<file path="src/hdl/smer_pkg.sv">
package smer_pkg;

   typedef enum logic [0:0] {
      FUNC_INSERT = 1'b0,
      FUNC_SEARCH = 1'b1
   } func_type;

   typedef enum logic [1:0] {
      STATUS_INSERTED  = 2'd0,
      STATUS_FULL      = 2'd1,
      STATUS_MATCH     = 2'd2,
      STATUS_NOT_FOUND = 2'd3
   } status_type;

   typedef struct packed {
      func_type    func;
      logic [31:0] key;
      logic [31:0] value;
   } req_type;

   typedef struct packed {
      status_type  status;
      logic [31:0] match_value;
      logic        last;
   } rsp_type;

   typedef struct packed {
      logic [31:0] key;
      logic [31:0] value;
   } pair_type;

endpackage

</file>
<file path="src/hdl/smer_mem.sv">
module smer_mem
   import smer_pkg::*;
#(
   parameter int Depth = 64,
   parameter int AddrW = 6
) (
   input  logic             clock,
   input  logic             wr_en,
   input  logic [AddrW-1:0] wr_addr,
   input  pair_type         wr_data,
   input  logic [AddrW-1:0] rd_addr,
   output pair_type         rd_data
);

   pair_type mem [Depth];
   pair_type rd_data_ff;

   always_ff @(posedge clock) begin
      if (wr_en) begin
         mem[wr_addr] <= wr_data;
      end
      rd_data_ff <= mem[rd_addr];
   end

   assign rd_data = rd_data_ff;

endmodule

</file>
<file path="src/hdl/sorted_multimap_equal_range_lookup_top.sv">
// Sorted multimap of up to TABLE_DEPTH (key, value) pairs held in one
// single-port-read, single-port-write memory, kept in ascending order by key
// then value. Start an item with start high while busy is low; each result
// appears for one cycle with rsp_valid high and cannot be stalled, so the
// receiver must take every strobe. With n stored pairs:
// insert walks the table from the top down, reading entry i and writing it
// to i+1 until the insert point is found, with a read state and a compare
// state per entry visited; a full table drops the pair and reports full.
// search scans all n entries, a read state and a compare state each, holding
// each match until the next one is found or the scan ends, so the final one
// is marked last; no match reports not found. Every entry takes a read state
// and a compare state because the memory read is registered and is not
// issued ahead. The table needs no clearing after reset: only entries below
// the count are ever compared.
module sorted_multimap_equal_range_lookup_top
   import smer_pkg::*;
#(
   parameter int TABLE_DEPTH = 64
) (
   input  logic    clock,
   input  logic    reset,
   input  logic    start,
   output logic    busy,
   input  req_type req_item,
   output logic    rsp_valid,
   output rsp_type rsp_item
);

   localparam int AddrW = (TABLE_DEPTH > 1) ? $clog2(TABLE_DEPTH) : 1;
   localparam int CntW  = $clog2(TABLE_DEPTH + 1);

   typedef enum logic [2:0] {
      ST_IDLE,
      ST_INS_RD,
      ST_INS_CMP,
      ST_SRCH_RD,
      ST_SRCH_CMP,
      ST_DONE
   } state_type;

   state_type        state_ff;
   logic [CntW-1:0]  count_ff;
   // walking index: entry currently being read
   logic [CntW-1:0]  idx_ff;
   req_type          req_ff;
   logic             found_ff;
   // pending match held one step so the final one can be marked last
   logic             pend_ff;
   logic [31:0]      pend_val_ff;
   logic             rsp_valid_ff;
   rsp_type          rsp_ff;

   logic             wr_en;
   logic [AddrW-1:0] wr_addr;
   pair_type         wr_data;
   logic [AddrW-1:0] rd_addr;
   pair_type         rd_data;
   logic             rd_le;

   smer_mem #(.Depth(TABLE_DEPTH), .AddrW(AddrW)) u_mem (
      .clock   (clock),
      .wr_en   (wr_en),
      .wr_addr (wr_addr),
      .wr_data (wr_data),
      .rd_addr (rd_addr),
      .rd_data (rd_data)
   );

   // stored pair at or below the new pair: insert point is just above it
   assign rd_le = (rd_data.key < req_ff.key) ||
                  ((rd_data.key == req_ff.key) && (rd_data.value <= req_ff.value));

   assign rd_addr = idx_ff[AddrW-1:0];

   always_comb begin
      wr_en   = 1'b0;
      wr_addr = idx_ff[AddrW-1:0];
      wr_data = rd_data;
      if (state_ff == ST_INS_CMP) begin
         wr_en = 1'b1;
         if (rd_le) begin
            wr_addr = AddrW'(idx_ff + 1'b1);
            wr_data = '{key: req_ff.key, value: req_ff.value};
         end else begin
            wr_addr = AddrW'(idx_ff + 1'b1);
            wr_data = rd_data;
         end
      end else if (state_ff == ST_INS_RD && idx_ff == '1) begin
         // walked past the bottom: new pair goes to entry zero
         wr_en   = 1'b1;
         wr_addr = '0;
         wr_data = '{key: req_ff.key, value: req_ff.value};
      end
   end

   always_ff @(posedge clock) begin
      if (reset) begin
         state_ff     <= ST_IDLE;
         count_ff     <= '0;
         rsp_valid_ff <= 1'b0;
         pend_ff      <= 1'b0;
         found_ff     <= 1'b0;
      end else begin
         unique case (state_ff)
            ST_IDLE: begin
               rsp_valid_ff <= start && (req_item.func == FUNC_INSERT) &&
                               (count_ff == CntW'(TABLE_DEPTH));
               if (start) begin
                  req_ff   <= req_item;
                  found_ff <= 1'b0;
                  pend_ff  <= 1'b0;
                  if (req_item.func == FUNC_INSERT) begin
                     if (count_ff == CntW'(TABLE_DEPTH)) begin
                        rsp_ff <= '{status: STATUS_FULL, match_value: '0, last: 1'b1};
                        state_ff <= ST_DONE;
                     end else begin
                        // idx all-ones marks an empty walk
                        idx_ff   <= count_ff - 1'b1;
                        state_ff <= ST_INS_RD;
                     end
                  end else begin
                     idx_ff   <= '0;
                     state_ff <= ST_SRCH_RD;
                  end
               end
            end
            ST_INS_RD: begin
               rsp_valid_ff <= (idx_ff == '1);
               if (idx_ff == '1) begin
                  count_ff     <= count_ff + 1'b1;
                  rsp_ff <= '{status: STATUS_INSERTED, match_value: '0, last: 1'b1};
                  state_ff     <= ST_DONE;
               end else begin
                  state_ff <= ST_INS_CMP;
               end
            end
            ST_INS_CMP: begin
               rsp_valid_ff <= rd_le;
               if (rd_le) begin
                  count_ff     <= count_ff + 1'b1;
                  rsp_ff <= '{status: STATUS_INSERTED, match_value: '0, last: 1'b1};
                  state_ff     <= ST_DONE;
               end else begin
                  idx_ff   <= idx_ff - 1'b1;
                  state_ff <= ST_INS_RD;
               end
            end
            ST_SRCH_RD: begin
               rsp_valid_ff <= (idx_ff >= count_ff);
               if (idx_ff >= count_ff) begin
                  // scan finished: flush held match or report absence
                  if (pend_ff) begin
                     rsp_ff <= '{status: STATUS_MATCH, match_value: pend_val_ff,
                                 last: 1'b1};
                  end else begin
                     rsp_ff <= '{status: STATUS_NOT_FOUND, match_value: '0,
                                 last: 1'b1};
                  end
                  pend_ff  <= 1'b0;
                  state_ff <= ST_DONE;
               end else begin
                  state_ff <= ST_SRCH_CMP;
               end
            end
            ST_SRCH_CMP: begin
               rsp_valid_ff <= (rd_data.key == req_ff.key) && pend_ff;
               if (rd_data.key == req_ff.key) begin
                  found_ff    <= 1'b1;
                  pend_ff     <= 1'b1;
                  pend_val_ff <= rd_data.value;
                  if (pend_ff) begin
                     rsp_ff <= '{status: STATUS_MATCH, match_value: pend_val_ff,
                                 last: 1'b0};
                  end
               end
               idx_ff   <= idx_ff + 1'b1;
               state_ff <= ST_SRCH_RD;
            end
            ST_DONE: begin
               rsp_valid_ff <= 1'b0;
               state_ff     <= ST_IDLE;
            end
            default: begin
               rsp_valid_ff <= 1'b0;
               state_ff     <= ST_IDLE;
            end
         endcase
      end
   end

   assign busy      = (state_ff != ST_IDLE);
   assign rsp_valid = rsp_valid_ff;
   assign rsp_item  = rsp_ff;

   // table never grows past its depth
   assert property (@(posedge clock) disable iff (reset)
      count_ff <= CntW'(TABLE_DEPTH))
      else $error("entry count overflow");

   // a held match implies the search has found something
   assert property (@(posedge clock) disable iff (reset)
      pend_ff |-> found_ff)
      else $error("pending match without found");

   // every result that ends an item is followed by return to idle
   assert property (@(posedge clock) disable iff (reset)
      (rsp_valid_ff && rsp_ff.last) |-> (state_ff == ST_DONE))
      else $error("last result outside done state");

   // an insert result always changes the count by one
   assert property (@(posedge clock) disable iff (reset)
      (rsp_valid_ff && rsp_ff.status == STATUS_INSERTED) |->
         (count_ff == $past(count_ff) + 1'b1))
      else $error("insert without count change");

endmodule
</file>
<file path="config.mk">
export PLATFORM = sky130hd
export DESIGN_NAME = sorted_multimap_equal_range_lookup_top
export DESIGN_NICKNAME = d
export VERILOG_FILES = /design/src/hdl/smer_pkg.sv /design/src/hdl/smer_mem.sv /design/src/hdl/sorted_multimap_equal_range_lookup_top.sv
export SDC_FILE = /design/constraint.sdc
export NUM_CORES = 2
export LEC_CHECK = 0
export ABC_AREA = 0
export ABC_CLOCK_PERIOD_IN_PS = 7300
export BUFFER_PORTS_ARGS = -buffer_cell sky130_fd_sc_hd__buf_2
export CORE_ASPECT_RATIO = 1.4
export CORE_MARGIN = 4
export CORE_UTILIZATION = 38
export CTS_CLUSTER_SIZE = 40
export DETAILED_ROUTE_END_ITERATION = 8
export HOLD_SLACK_MARGIN = 0.06
export SLEW_MARGIN = 20
export SYNTH_ARGS = -nofsm -noshare
export SYNTH_HDL_FRONTEND = slang
export SYNTH_SLANG_ARGS = --single-unit
</file>
<file path="constraint.sdc">
create_clock -name clock -period 7.3 [get_ports clock]
set_input_delay 1.095 -clock clock [delete_from_list [all_inputs] [get_ports clock]]
set_output_delay 1.095 -clock clock [all_outputs]
set_load 0.01 [all_outputs]
</file>
==> run_results.csv <==
group,metric,value,unit
timing,grt_setup_unrepaired,"false",
routing,ant_nets,0,
routing,drcViolationCount,0,
place,dp_hpwl,239000,um
clock_tree,postCtsHoldBufs,0,
floorplan,num_io_pins,105,
timing,finalCriticalPeriod,5.258,ns
routing,vias_per_cell,5.860,
clock_tree,clk_latency,0.99,ns
timing,fin_worst_skew,0.1049,ns
worst_setup_path,timing_worst_setup_path_type,"flop to flop",
yosys,synth.yosys.seq_area_share,78.41,%
worst_setup_path,required,7.88,ns
power_and_ir_drop,vdd_drop_max,0.2486,mV
yosys,yosys.area.top_type,"edfxtp_1",
power_and_ir_drop,power.density,329.7,nW/um2
routing,routedWlPerCell,35.41,um
global_route,grt_pass1_vias,77970,
layout,areaGrowthSynthToFinish,14.48,%
hold_path,hp-class,"primary input to flop",
power_and_ir_drop,p_leak,57.91,nW
status,status,"completed",
place,io_buffer_count,104,
power_and_ir_drop,p_int,46.21,mW
yosys,yosys_warnings,0,
clock_tree,root_buffer,"clkbuf_16",
clock_tree,cts_setup_buffers,0,
global_route,antenna_found_initial,46,
routing,first_iter_violations,10390,
clock_tree,cts_buffer_depth,4,
yosys,syn-mean-instance-area,24.73,um2
yosys,synth_area,164100,um2
power_and_ir_drop,seqPwrFrac,50.9,%
global_route,grt_use_total,20.71,%
worst_setup_path,worstPathArrival,5.84,ns
timing,final.setup.tns,0,ns
layout,layout.cells.non_filler,13160,
routing,top_layer_used,"met5",
run,drv_cap,0,
layout,fillers,35760,
floorplan,die-area,442500,um2
clock_tree,cts_inserted_buffers,393,
yosys,ys_ff_latch,4310,
timing,fin_crit_sh,72.03,%
layout,fin_area,187900,um2
yosys,yosys-top-cells-area,"edfxtp_1, mux4_2, dfxtp_1",
layout,final_nets,7228,
clock_tree,clk_pin_slew_worst_paths,0.07,ns
floorplan,rows,285,
routing,wl_met3,37070,um
timing,hold_violations,0,
power_and_ir_drop,clkPwrFrac,33.8,%
yosys,ys_types,49,
timing,relSlewSlack,18.52,%
yosys,async_flop_share,0,%
timing,worst_slew_pin_slew,1.219,ns
yosys,syn_nets,6778,
routing,wl,465900,um
clock_tree,cts_resized,0,
timing,setup_slack,2.042,ns
global_route,grt_pass1_wl,640900,um
timing,finalSetupViolCount,0,
floorplan,die_w,563.4,um
routing,vias,77090,
layout,final_core_util,43.65,%
clock_tree,cts_sinks,4310,
yosys,synth.top_cell.area_share,77.48,%
yosys,syn_inst,6635,
routing,met1_length,173600,um
clock_tree,h-tree-depth,5,
routing,wl_met2,236400,um
place,routabilityCongestion,0.7976,
floorplan,initial_utilization,38.12,%
place,dp.cells,12420,
timing,finalMaxSlewViolations,0,
power_and_ir_drop,p_comb_share,15.3,%
layout,regArea,128700,um2
routing,firstDrtPassIters,5,
place,post-place-ws,2.019,ns
yosys,synth-edff-count,4234,
place,place_area,174500,um2
timing,fmax,190.2,MHz
yosys,synth-main-ff-cell,"edfxtp_1",
power_and_ir_drop,switching_power,15.72,mW
floorplan,core,430400,um2
layout,drive_above_1_share,33.30,%
worst_setup_path,path_max_fanout,64,
layout,multi_input_area,34940,um2
global_route,overflow,0,
power_and_ir_drop,swShare,25.38,%
worst_setup_path,worstSetupStartpointType,"flop",
floorplan,die_h,785.5,um
global_route,grt_max_degree,156,
clock_tree,cts_tree,"yes",
worst_setup_path,crit_path_end_kind,"flop",
cells in the final DEF (no fill, tap or decap), drive strengths merged, types with 7 or more instances in the layout:
cell,instances
mux4,1344
nand2,94
and2,34
clkbuf,487
a21o,9
diode,7
or3,9
clkinv,163
ha,75
dfxtp,76
nand3,18
nand4,17
o21ai,92
buf,390
inv,93
bufinv,42
edfxtp,4234
a21oi,41
xnor2,8
nand2b,7
clkinvlp,15
nor3,8
nor2,92
path summary, 6_finish.rpt:
| check | startpoint | end | slack [ns] | cells past startpoint |
|---|---|---|---|---|
| max | req_ff[13]$_DFFE_PP_ | u_mem.mem[13][0]$_DFFE_PP_ | 2.04 | 11 |
| min | req_item[12] | req_ff[12]$_DFFE_PP_ | 0.31 | 1 |
| max reg2reg | req_ff[13]$_DFFE_PP_ | u_mem.mem[13][0]$_DFFE_PP_ | 2.04 | 11 |
| min reg2reg | u_mem.rd_data[13]$_DFF_P_ | pend_val_ff[13]$_DFFE_PP_ | 0.43 | 0 |
through the flow:
stage	total power, mW	hold WS, ns
floorplan	38.14	0.4246
global placement	40.87	0.4507
detailed placement	41.39	0.4480
CTS	62.09	0.2302
global route	63.95	0.2657
finish	61.93	0.3055
routing by layer:
| metal | global-route usage (%) | up-vias |
|---|---|---|
| met2 | 35.29 | 3938 |
| li1 | - | 29610 |
| met1 | 26.77 | 42640 |
| met3 | 3.658 | 873 |
| met5 | 0.08621 | - |
| met4 | 7.339 | 24 |
cells by family (layout without fill, tap and decap cells):
family	count (synthesis)	count (layout)	synth area share, %
muxes	1348	1348	18.47
xor gates and xnor gates	11	11	0.05872
buffers and inverters	417	1190	1.023
other	0	7	0
AOI/OAI and AO/OA	182	182	0.6443
adders and majority gates	75	75	0.5719
and+or+nand+nor	292	292	0.8197
DFF	4310	4310	78.41
state kept, by name, summed over array words and instances, names as in the netlist:
signal,cells
idx_ff,7
count_ff,7
rsp_valid,1
rsp_item,35
pend_ff,1
pend_val_ff,32
u_mem.mem,4096
req_ff,64
state_ff,3
u_mem.rd_data,64
critical path: stages, from the launching register on:
cell	delay [ns]
edfxtp_1	0.36
inv_1	0.14
ha_1	0.27
nand4_1	0.32
nor4_1	0.20
buf_4	0.22
and3_1	0.16
o41ai_1	0.98
a211oi_1	0.24
a211oi_4	0.47
buf_12	0.38
mux2_2	0.93
Yosys cell counts (2+ instances only):
master and number:
edfxtp_1 4234, mux4_2 1344, clkbuf_1 191, nand2_1 94, nor2_1 92, o21ai_0 90
inv_1 82, buf_2 76, dfxtp_1 76, ha_1 75, buf_1 65, a21oi_1 41
and2_1 34, nand3_1 18, nand4_1 17, a21o_1 9, or3_1 9, nor3_1 8
xnor2_1 8, nand2b_1 7, a211oi_1 6, a221oi_1 6, o22ai_1 5, and4_1 3
mux2_2 3, o211ai_1 3, o21a_1 3, o221a_2 3, o41ai_1 3, xor2_1 3
a311oi_1 2, a31oi_1 2, and3_1 2, buf_6 2, nor4_1 2, o21ai_1 2
o31a_1 2, or4_1 2
power groups by stage:
stage / registers (mW) / logic [mW] / clock network (mW)
finish: 31.5 / 9.49 / 20.9
global route: 31.5 / 10.2 / 22.3
CTS: 31.6 / 9.29 / 21.2
detailed placement: 32.1 / 9.29 / 0
global placement: 32.1 / 8.79 / 0
floorplan: 32.5 / 5.66 / 0
area by class of cell:
cell class | count | area share [%]
clock inverter | 231 | 1.292
timing repair buffer | 390 | 2.038
clock buffer | 487 | 5.586
multi-input combinational | 1908 | 18.60
inverter | 82 | 0.1638
sequential | 4310 | 68.49
antenna | 7 | 0.009324
tap | 5740 | 3.823
No activity file was read; power rests on OpenSTA's default activity.
